### src/rtl/bole_pkg.sv
// shared types and constants of the bounded ordered list engine
// request kinds, result status codes and the decoder plan struct
// no dependencies
package bole_pkg;

   // fixed field widths
   localparam int KindWidth    = 3;
   localparam int StatusWidth  = 3;
   localparam int WordWidth    = 32;
   localparam int PosWidth     = 6;
   localparam int CountWidth   = 6;
   localparam int ReqDataWidth = 40;
   localparam int RspDataWidth = 40;

   // request kinds
   typedef enum logic [KindWidth-1:0] {
      KIND_INS_END   = 3'd0,
      KIND_INS_FRONT = 3'd1,
      KIND_INS_AT    = 3'd2,
      KIND_DEL_FIRST = 3'd3,
      KIND_DEL_LAST  = 3'd4,
      KIND_DEL_AT    = 3'd5,
      KIND_DEL_VALUE = 3'd6,
      KIND_DUMP      = 3'd7
   } kind_type;

   // result status codes
   typedef enum logic [StatusWidth-1:0] {
      ST_OK       = 3'd0,
      ST_EMPTY    = 3'd1,
      ST_BADPOS   = 3'd2,
      ST_NOTFOUND = 3'd3,
      ST_FULL     = 3'd4
   } status_type;

   // what the sequencer has to do for one request
   typedef struct packed {
      logic       reject;
      status_type status;
      logic       grow;
      logic       scan;
      logic       dump;
   } plan_type;

endpackage

### src/rtl/bole_decode.sv
// request decoder: checks a request against the current length
// and gives the move plan (first index, number of moves); uses bole_pkg
module bole_decode #(
   parameter int CAPACITY = 32
) (
   input  bole_pkg::kind_type                  kind,
   input  logic [bole_pkg::PosWidth-1:0]       position,
   input  logic [$clog2(CAPACITY+1)-1:0]       length,
   output bole_pkg::plan_type                  plan,
   output logic [$clog2(CAPACITY)-1:0]         index,
   output logic [$clog2(CAPACITY+1)-1:0]       moves
);

   localparam int AW = $clog2(CAPACITY);
   localparam int LW = $clog2(CAPACITY + 1);
   localparam int CW = ((LW > bole_pkg::PosWidth) ? LW : bole_pkg::PosWidth) + 1;

   logic [CW-1:0] len_w;
   logic [CW-1:0] pos_w;
   logic [CW-1:0] idx_w;
   logic [CW-1:0] mv_w;
   logic          full;
   logic          empty;

   assign len_w = CW'(length);
   assign pos_w = CW'(position);
   assign full  = (len_w == CW'(CAPACITY));
   assign empty = (len_w == '0);

   // range checks and move plan
   always_comb begin
      plan        = '0;
      plan.status = bole_pkg::ST_OK;
      idx_w       = '0;
      mv_w        = '0;
      case (kind)
         bole_pkg::KIND_INS_END: begin
            if (full) begin
               plan.reject = 1'b1;
               plan.status = bole_pkg::ST_FULL;
            end else begin
               plan.grow = 1'b1;
               idx_w     = len_w;
            end
         end
         bole_pkg::KIND_INS_FRONT: begin
            if (full) begin
               plan.reject = 1'b1;
               plan.status = bole_pkg::ST_FULL;
            end else begin
               plan.grow = 1'b1;
               mv_w      = len_w;
            end
         end
         bole_pkg::KIND_INS_AT: begin
            if (pos_w == '0 || pos_w > len_w + 1'b1) begin
               plan.reject = 1'b1;
               plan.status = bole_pkg::ST_BADPOS;
            end else if (full) begin
               plan.reject = 1'b1;
               plan.status = bole_pkg::ST_FULL;
            end else begin
               plan.grow = 1'b1;
               idx_w     = pos_w - 1'b1;
               mv_w      = len_w - pos_w + 1'b1;
            end
         end
         bole_pkg::KIND_DEL_FIRST: begin
            if (empty) begin
               plan.reject = 1'b1;
               plan.status = bole_pkg::ST_EMPTY;
            end else begin
               mv_w = len_w - 1'b1;
            end
         end
         bole_pkg::KIND_DEL_LAST: begin
            if (empty) begin
               plan.reject = 1'b1;
               plan.status = bole_pkg::ST_EMPTY;
            end else begin
               idx_w = len_w - 1'b1;
            end
         end
         bole_pkg::KIND_DEL_AT: begin
            if (empty) begin
               plan.reject = 1'b1;
               plan.status = bole_pkg::ST_EMPTY;
            end else if (pos_w == '0 || pos_w > len_w) begin
               plan.reject = 1'b1;
               plan.status = bole_pkg::ST_BADPOS;
            end else begin
               idx_w = pos_w - 1'b1;
               mv_w  = len_w - pos_w;
            end
         end
         bole_pkg::KIND_DEL_VALUE: begin
            if (empty) begin
               plan.reject = 1'b1;
               plan.status = bole_pkg::ST_EMPTY;
            end else begin
               plan.scan = 1'b1;
               mv_w      = len_w;
            end
         end
         bole_pkg::KIND_DUMP: begin
            if (empty) begin
               plan.reject = 1'b1;
               plan.status = bole_pkg::ST_EMPTY;
            end else begin
               plan.dump = 1'b1;
               mv_w      = len_w;
            end
         end
         default: begin
            plan.reject = 1'b1;
            plan.status = bole_pkg::ST_EMPTY;
         end
      endcase
   end

   assign index = idx_w[AW-1:0];
   assign moves = mv_w[LW-1:0];

endmodule

### src/rtl/bounded_ordered_list_engine_unit.sv
// top level of the bounded ordered list engine: sequencer, list memory, result register
// uses bole_pkg and bole_decode
//
// Holds an ordered list of up to CAPACITY signed 32-bit words.
// req channel: one word per request, kind in req_tuser, value and position in req_tdata.
//   A word is taken when req_tvalid and req_tready are high; req_tready is high only
//   while the sequencer is idle, so one request is worked on at a time.
// rsp channel: every request gives one result word with tlast high, except a dump,
//   which gives one word per element in list order, tlast on the final one
//   (an empty dump gives a single word with status empty).
// Memory: all list data sits in one single-port-read, single-port-write memory with a
//   registered read, and one step unit walks the index one entry at a time.
//   Positional inserts and deletes shift the entries behind the position one place over,
//   at most CAPACITY - 1 of them; delete by value scans from index 0 up to the first
//   match and then shifts the tail down, or gives status not found when it is absent.
//   A dump reads and sends each element in turn; a rejected request goes straight to its result.
// A finished result waits in the output register while the next request is taken;
// a stalled receiver holds the sequencer only when a new result has to be loaded.
// Reset empties the list at once (length cleared); no memory clearing pass is needed.
module bounded_ordered_list_engine_unit #(
   parameter int CAPACITY = 32
) (
   input  logic                                 clock,
   input  logic                                 reset,
   input  logic                                 req_tvalid,
   output logic                                 req_tready,
   // value [31:0], position [37:32], zero [39:38]
   input  logic [bole_pkg::ReqDataWidth-1:0]    req_tdata,
   // kind [2:0]
   input  logic [bole_pkg::KindWidth-1:0]       req_tuser,
   output logic                                 rsp_tvalid,
   input  logic                                 rsp_tready,
   // element [31:0], count [37:32], zero [39:38]
   output logic [bole_pkg::RspDataWidth-1:0]    rsp_tdata,
   // status [2:0]
   output logic [bole_pkg::StatusWidth-1:0]     rsp_tuser,
   output logic                                 rsp_tlast
);

   localparam int AW = $clog2(CAPACITY);
   localparam int LW = $clog2(CAPACITY + 1);
   localparam int CW = ((LW > bole_pkg::CountWidth) ? LW : bole_pkg::CountWidth) + 1;
   localparam int WW = bole_pkg::WordWidth;

   typedef enum logic [2:0] {
      S_IDLE,
      S_MOVE,
      S_SCAN,
      S_RESP,
      S_DUMP_RD,
      S_DUMP_WR
   } state_type;

   state_type                     state_ff, state_in;
   logic [LW-1:0]                 length_ff, length_in;
   logic [WW-1:0]                 value_ff, value_in;
   logic [AW-1:0]                 index_ff, index_in;
   logic [LW-1:0]                 remain_ff, remain_in;
   logic [AW-1:0]                 src_ff, src_in;
   logic                          grow_ff, grow_in;
   bole_pkg::status_type          status_ff, status_in;
   logic                          rd_pend_ff, rd_pend_in;
   logic [AW-1:0]                 rd_addr_ff, rd_addr_in;
   logic [WW-1:0]                 rd_data_ff;
   logic                          rsp_valid_ff, rsp_valid_in;
   bole_pkg::status_type          rsp_status_ff, rsp_status_in;
   logic [WW-1:0]                 rsp_element_ff, rsp_element_in;
   logic [bole_pkg::CountWidth-1:0] rsp_count_ff, rsp_count_in;
   logic                          rsp_last_ff, rsp_last_in;

   logic                          wr_en;
   logic [AW-1:0]                 wr_addr;
   logic [WW-1:0]                 wr_data;
   logic                          rd_en;
   logic [AW-1:0]                 rd_addr;
   logic [AW-1:0]                 step;
   logic [AW-1:0]                 dst;
   logic                          slot_free;
   logic                          req_accept;
   logic [CW-1:0]                 len_ext;
   logic [bole_pkg::CountWidth-1:0] count_now;

   bole_pkg::plan_type            plan;
   logic [AW-1:0]                 dec_index;
   logic [LW-1:0]                 dec_moves;

   logic [WW-1:0]                 mem [CAPACITY];

   // request decode
   bole_decode #(
      .CAPACITY (CAPACITY)
   ) u_decode (
      .kind     (bole_pkg::kind_type'(req_tuser)),
      .position (req_tdata[WW +: bole_pkg::PosWidth]),
      .length   (length_ff),
      .plan     (plan),
      .index    (dec_index),
      .moves    (dec_moves)
   );

   // shared index step unit: down for inserts, up for deletes, scans and dumps
   assign step = grow_ff ? (src_ff - 1'b1) : (src_ff + 1'b1);
   assign dst  = grow_ff ? (rd_addr_ff + 1'b1) : (rd_addr_ff - 1'b1);

   assign req_tready = (state_ff == S_IDLE);
   assign req_accept = req_tvalid && req_tready;
   assign slot_free  = !rsp_valid_ff || rsp_tready;
   assign len_ext    = CW'(length_ff);
   assign count_now  = len_ext[bole_pkg::CountWidth-1:0];

   // sequencer next state
   always_comb begin
      state_in       = state_ff;
      length_in      = length_ff;
      value_in       = value_ff;
      index_in       = index_ff;
      remain_in      = remain_ff;
      src_in         = src_ff;
      grow_in        = grow_ff;
      status_in      = status_ff;
      rd_pend_in     = 1'b0;
      rd_addr_in     = rd_addr_ff;
      rsp_valid_in   = rsp_valid_ff && !rsp_tready;
      rsp_status_in  = rsp_status_ff;
      rsp_element_in = rsp_element_ff;
      rsp_count_in   = rsp_count_ff;
      rsp_last_in    = rsp_last_ff;
      wr_en          = 1'b0;
      wr_addr        = dst;
      wr_data        = rd_data_ff;
      rd_en          = 1'b0;
      rd_addr        = src_ff;
      case (state_ff)
         S_IDLE: begin
            if (req_accept) begin
               value_in  = req_tdata[WW-1:0];
               status_in = plan.status;
               index_in  = dec_index;
               remain_in = dec_moves;
               grow_in   = plan.grow;
               if (plan.reject) begin
                  state_in = S_RESP;
               end else if (plan.dump) begin
                  src_in   = '0;
                  state_in = S_DUMP_RD;
               end else if (plan.scan) begin
                  src_in   = '0;
                  state_in = S_SCAN;
               end else if (plan.grow) begin
                  src_in   = AW'(length_ff - 1'b1);
                  state_in = S_MOVE;
               end else begin
                  src_in   = dec_index + 1'b1;
                  state_in = S_MOVE;
               end
            end
         end
         S_MOVE: begin
            // write back the word read in the previous cycle one place over
            if (rd_pend_ff) begin
               wr_en   = 1'b1;
               wr_addr = dst;
               wr_data = rd_data_ff;
            end
            if (remain_ff != '0) begin
               rd_en      = 1'b1;
               rd_addr    = src_ff;
               rd_pend_in = 1'b1;
               rd_addr_in = src_ff;
               src_in     = step;
               remain_in  = remain_ff - 1'b1;
            end else if (!rd_pend_ff) begin
               if (grow_ff) begin
                  wr_en     = 1'b1;
                  wr_addr   = index_ff;
                  wr_data   = value_ff;
                  length_in = length_ff + 1'b1;
               end else begin
                  length_in = length_ff - 1'b1;
               end
               state_in = S_RESP;
            end
         end
         S_SCAN: begin
            if (rd_pend_ff && rd_data_ff == value_ff) begin
               // first match: remove it by shifting the tail down
               index_in  = rd_addr_ff;
               remain_in = LW'(length_ff - LW'(rd_addr_ff) - 1'b1);
               src_in    = rd_addr_ff + 1'b1;
               grow_in   = 1'b0;
               status_in = bole_pkg::ST_OK;
               state_in  = S_MOVE;
            end else if (remain_ff != '0) begin
               rd_en      = 1'b1;
               rd_addr    = src_ff;
               rd_pend_in = 1'b1;
               rd_addr_in = src_ff;
               src_in     = step;
               remain_in  = remain_ff - 1'b1;
            end else if (!rd_pend_ff) begin
               status_in = bole_pkg::ST_NOTFOUND;
               state_in  = S_RESP;
            end
         end
         S_RESP: begin
            if (slot_free) begin
               rsp_valid_in   = 1'b1;
               rsp_status_in  = status_ff;
               rsp_element_in = '0;
               rsp_count_in   = count_now;
               rsp_last_in    = 1'b1;
               state_in       = S_IDLE;
            end
         end
         S_DUMP_RD: begin
            rd_en    = 1'b1;
            rd_addr  = src_ff;
            state_in = S_DUMP_WR;
         end
         S_DUMP_WR: begin
            if (slot_free) begin
               rsp_valid_in   = 1'b1;
               rsp_status_in  = bole_pkg::ST_OK;
               rsp_element_in = rd_data_ff;
               rsp_count_in   = count_now;
               rsp_last_in    = (LW'(src_ff) + 1'b1 == length_ff);
               if (LW'(src_ff) + 1'b1 == length_ff) begin
                  state_in = S_IDLE;
               end else begin
                  src_in   = step;
                  state_in = S_DUMP_RD;
               end
            end
         end
         default: begin
            state_in = S_IDLE;
         end
      endcase
   end

   // state and registered outputs
   always_ff @(posedge clock) begin
      if (reset) begin
         state_ff     <= S_IDLE;
         length_ff    <= '0;
         rd_pend_ff   <= 1'b0;
         rsp_valid_ff <= 1'b0;
      end else begin
         state_ff     <= state_in;
         length_ff    <= length_in;
         rd_pend_ff   <= rd_pend_in;
         rsp_valid_ff <= rsp_valid_in;
      end
      value_ff       <= value_in;
      index_ff       <= index_in;
      remain_ff      <= remain_in;
      src_ff         <= src_in;
      grow_ff        <= grow_in;
      status_ff      <= status_in;
      rd_addr_ff     <= rd_addr_in;
      rsp_status_ff  <= rsp_status_in;
      rsp_element_ff <= rsp_element_in;
      rsp_count_ff   <= rsp_count_in;
      rsp_last_ff    <= rsp_last_in;
   end

   // list memory with registered read
   always_ff @(posedge clock) begin
      if (wr_en) begin
         mem[wr_addr] <= wr_data;
      end
      if (rd_en) begin
         rd_data_ff <= mem[rd_addr];
      end
   end

   // result channel
   assign rsp_tvalid = rsp_valid_ff;
   assign rsp_tdata  = {{(bole_pkg::RspDataWidth - WW - bole_pkg::CountWidth){1'b0}},
                        rsp_count_ff, rsp_element_ff};
   assign rsp_tuser  = rsp_status_ff;
   assign rsp_tlast  = rsp_last_ff;

`ifndef SYNTHESIS
   a_length_bound: assert property (@(posedge clock) disable iff (reset)
      length_ff <= LW'(CAPACITY))
      else $error("list length above capacity");

   a_busy_after_accept: assert property (@(posedge clock) disable iff (reset)
      req_accept |=> !req_tready)
      else $error("request taken while a request is in work");

   a_length_step: assert property (@(posedge clock) disable iff (reset)
      1'b1 |=> (length_ff == $past(length_ff) || length_ff == $past(length_ff) + 1'b1
                || length_ff + 1'b1 == $past(length_ff)))
      else $error("length moved by more than one");

   a_open_word_ok: assert property (@(posedge clock) disable iff (reset)
      (rsp_tvalid && !rsp_tlast) |-> (rsp_tuser == bole_pkg::ST_OK))
      else $error("non-final result word with error status");

   a_write_in_range: assert property (@(posedge clock) disable iff (reset)
      wr_en |-> (LW'(wr_addr) < LW'(CAPACITY)))
      else $error("memory write beyond capacity");
`endif

endmodule
### config.mk
export PLATFORM = sky130hd
export DESIGN_NAME = bounded_ordered_list_engine_unit
export DESIGN_NICKNAME = d
export VERILOG_FILES = /design/src/rtl/bole_pkg.sv /design/src/rtl/bole_decode.sv /design/src/rtl/bounded_ordered_list_engine_unit.sv
export SDC_FILE = /design/constraint.sdc
export NUM_CORES = 1
export LEC_CHECK = 0
export BUFFER_PORTS_ARGS = -buffer_cell sky130_fd_sc_hd__buf_2
export CELL_PAD_IN_SITES_DETAIL_PLACEMENT = 1
export CELL_PAD_IN_SITES_GLOBAL_PLACEMENT = 2
export CORE_ASPECT_RATIO = 0.75
export CORE_MARGIN = 5
export CORE_UTILIZATION = 25
export DETAILED_ROUTE_END_ITERATION = 16
export PLACE_DENSITY = 0.51
export SKIP_CTS_REPAIR_TIMING = 1
export SLEW_MARGIN = 10
export SYNTH_ARGS = -nofsm -noshare
export SYNTH_HDL_FRONTEND = slang
export SYNTH_SLANG_ARGS = --single-unit
### constraint.sdc
create_clock -name clock -period 3.8 [get_ports clock]
set_input_delay 0.76 -clock clock [delete_from_list [all_inputs] [get_ports clock]]
set_output_delay 0.76 -clock clock [all_outputs]
set_load 0.03 [all_outputs]
==> summary.md <==
| Metric | Value |
|---|---|
| CTS tree | done |
| Hold path start | req_tdata[18] |
| Outcome | complete, no violations |
| Number of port buffers | 88 |
| Vias | 27,200 |
| Crit path cell chain | inv_1 > ha_1 > nor3b_1 > nand4_1 > nand2_1 > nor2_1 > o21ai_0 > o311a_1 > nand2_1 > nor2_4 > buf_4 |
| Yosys reg bits | 1,166 |
| Hold Path Class | input pin to flip-flop |
| R2r endpoint | mem[25][5] |
| Cells after Synth | 2,787 |
| R2r worst-path depth | 11 |
| Nets@finish | 3,139 |
| Prevailing post-synth register cell | edfxtp_1 |
| Flop pwr share | 39.7% |
| Core area | 0.189 sq mm |
| RR Startpoint | remain_ff[0] |
| Initial core utilization | 25.2% |
| Fin Clk Skew | 0.0305 ns |
| Full die area | 0.200 sq mm |
| Drt first pass iters | 5 |
| Crit-path max cell delay | 0.42 ns |
| FMAX | 279 MHz |
| DRT iter0 DRCs | 2,267 |
| Routability Congestion | 0.769 |
| Layout cell share with drive strength beyond 1 | 23.6% |
| Sequential share of the synthesized area | 73.2% |
| Crit path max fanout | 12 |
| Final period util | 94.2% |
| EDFF count, synth | 1,155 |
| Final setup viols | 0 |
| Yosys warning count | 0 |
| Die height | 388 microns |
| Post-route DRC | 0 |
| Clock transition at path regs | 0.06 ns |
| WHS Endpoint | value_ff[18] |
| Clock group share of total power | 27.1% |
| Switching Fraction | 35.3% |
| Comb power frac | 33.2% |
| Arrival @ worst endpoint | 3.99 ns |
| Vias in the first global route | 28,800 |
| Req. time, crit path | 4.21 ns |
| Setup ws final | 0.219 ns |
| Pwr Density | 762 mW/mm^2 |
| # IOs | 93 |
| Number of max-cap violations | 0 |
| Remaining antenna violation count | 0 |
| CTS root buf | clkbuf_16 |
| # clock sinks | 1,166 |
| Via density | 4.80 |
| Final hold vios | 0 |
| Hold path depth | 1 |
| Slew margin rel. | 38.0% |
| Worst-Skew Late Latency | 0.76 ns |
| Ys async rst share | 0% |
| Pin count of the biggest net entering global routing | 69 |
| Area Overhead vs Synth | 20.2% |
| Top cells by area, synth | edfxtp_1 (73%), mux4_2 (6.0%), mux2i_1 (4.2%) |
| Dpl ws | -0.0356 ns |
| First-pass GRT wire length | 221,000 microns |
| Initial antenna violation count | 9 |
| Crit Path Category | flip-flop to flip-flop |
| Syn avg cell area | 17.1 sq um |
| Clock buffer depth | 3 |
| Worst R2R Setup Slack | 0.22 ns |
| Die Wd | 514 microns |
| Unrepaired setup endpoints after global routing | yes |
| CP most frequent cell | nand2_1 |
| DPL Wire Length | 98,400 microns |
| DRT Wirelength | 156,000 microns |
| Least-Margin Pin Slew | 0.920 ns |
| CP max stage cell | edfxtp_1 |
| Mapped Area | 0.0477 sq mm |
| Synth top area share | 72.7% |
| Cell accounting for the most synthesized area | edfxtp_1 |
| Total Routing Usage GR | 15.4% |
| GRT Residual Overflow | 0 |
| Period minus WS final | 3.58 ns |
| Critical Path End Type | flip-flop |
| CTS Buf Count | 130 |
| Switching Power | 15.4 mW |
| Internal power | 28.2 mW |
| Crit start category | flip-flop |
| Post-synth cell types | 72 |
| Final Max Tran Viols | 0 |
| Power, Total | 43.7 mW |
| Rows | 138 |
| DR WL/cell | 27.5 microns |
| Maximum vdd drop | 0.381 mV |
| H-Tree Depth | 4 |
| P_leak | 19.1 nW |
## layer usage
layer | GRT usage (%) | wire, microns | up-vias
met1 | 22.4 | 75400 | 14800
met5 | 0 | 0 | -
met4 | 3.04 | 2320 | 0
li1 | - | - | 11700
met3 | 2.39 | 6540 | 165
met2 | 24.4 | 72000 | 581
## logic make-up after synthesis
logic type               share of synthesized area, %
flip-flops                                       73.2
AO/OA/AOI/OAI                                    6.47
multiplexers                                     12.4
AND/OR/NAND/NOR                                  4.07
buffers and inverters                            1.60
XOR/XNOR                                         1.30
adder cells (fa/ha/maj)                         0.939
other                                         0.00786
## cells in the final DEF (no fill, tap or decap), types with 18 or more instances in the layout
master	Yosys	layout
edfxtp_1	1155	1155
mux2i_1	199	199
nand2_1	187	186
buf_4	2	139
a21oi_1	135	135
clkbuf_16	0	134
mux4_2	128	128
o21ai_0	125	122
o221ai_1	99	99
mux2_2	93	93
buf_2	12	88
buf_12	0	69
nor2_1	85	51
xor2_1	43	43
o22ai_1	39	39
inv_1	37	37
clkinv_1	1	34
and3_1	34	33
nor2_4	0	33
ha_1	31	31
xnor2_1	28	28
clkbuf_1	103	27
nand3_1	20	20
nor3_1	19	18
## worst max path at each step
stage	end	cells past startpoint	start
2_1_floorplan	mem[0][0]	10	remain_ff[0]
3_3_place_gp	src_ff[4]	15	req_tdata[32]
4_1_cts	src_ff[4]	15	count_now[0]
5_1_grt	src_ff[4]	16	count_now[1]
6_report	mem[25][5]	11	remain_ff[0]
3_5_place_dp	src_ff[4]	15	req_tdata[32]
## critical path, delay by kind of cell, from the launching register on
kind                       cells  cell delay (ns)
buffers and inverters          2             0.43
DFF                            1             0.42
AOI/OAI and AO/OA              2             0.49
adders and majority gates      1             0.19
and+or+nand+nor                6             1.70
## through the flow
stage	TNS [ns]	hold slack (ns)	utilization (%)	instance area, sq um	std cells
after detailed placement	-0.0356	0.546	28.2	53400	5446
after global placement	-0.0629	0.563	28.2	53400	5446
after CTS	0	0.0987	30.3	57300	5673
final	0	0.176	30.3	57300	5674
after global routing	-0.0183	0.121	30.3	57300	5673
after floorplan	-80.03	0.452	-	47700	2788
## power by group through the flow
stage / combinational, mW / clock, mW / sequential [mW]
after floorplan: 8.48 / 0 / 17.3
after global placement: 14.3 / 0 / 17.6
after detailed placement: 14.6 / 0 / 17.6
after CTS: 14.7 / 12.2 / 17.3
after global routing: 15.6 / 12.7 / 17.4
final: 14.5 / 11.8 / 17.3
## cells in the mapped netlist (8+ instances only)
cell type  number
nor4_1         15
nor2_1         85
nand3_1        20
o21ai_0       125
nor3_1         19
nand2_1       187
buf_1          41
nor2b_1         8
mux2_2         93
o22ai_1        39
buf_2          12
o31ai_1         8
mux4_2        128
and3_1         34
mux2i_1       199
o221ai_1       99
dfxtp_1        11
ha_1           31
edfxtp_1     1155
nand2b_1        8
xnor2_1        28
a21oi_1       135
or3_1           8
xor2_1         43
clkbuf_1      103
inv_1          37
## layout make-up
type                       instances  area (sq um)
tap                             2520          3150
sequential                      1166         34900
clock buffer                     161          3450
clock inverter                    66           453
timing repair buffer             296          2870
antenna                            1          2.50
fill                           19600        132000
inverter                          39           146
multi-input combinational       1425         12300
## sequential cells by signal (all words and copies together), names as in the netlist
signal / cells
rd_addr_ff: 5
value_ff: 32
rsp_tvalid: 1
status_ff: 3
index_ff: 5
count_now: 6
rsp_tlast: 1
grow_ff: 1
src_ff: 5
rsp_tuser: 3
rsp_element_ff: 32
mem: 1024
rd_pend_ff: 1
remain_ff: 6
state_ff: 3
rd_data_ff: 32
rsp_count_ff: 6
(Power assumes the default switching activity.)
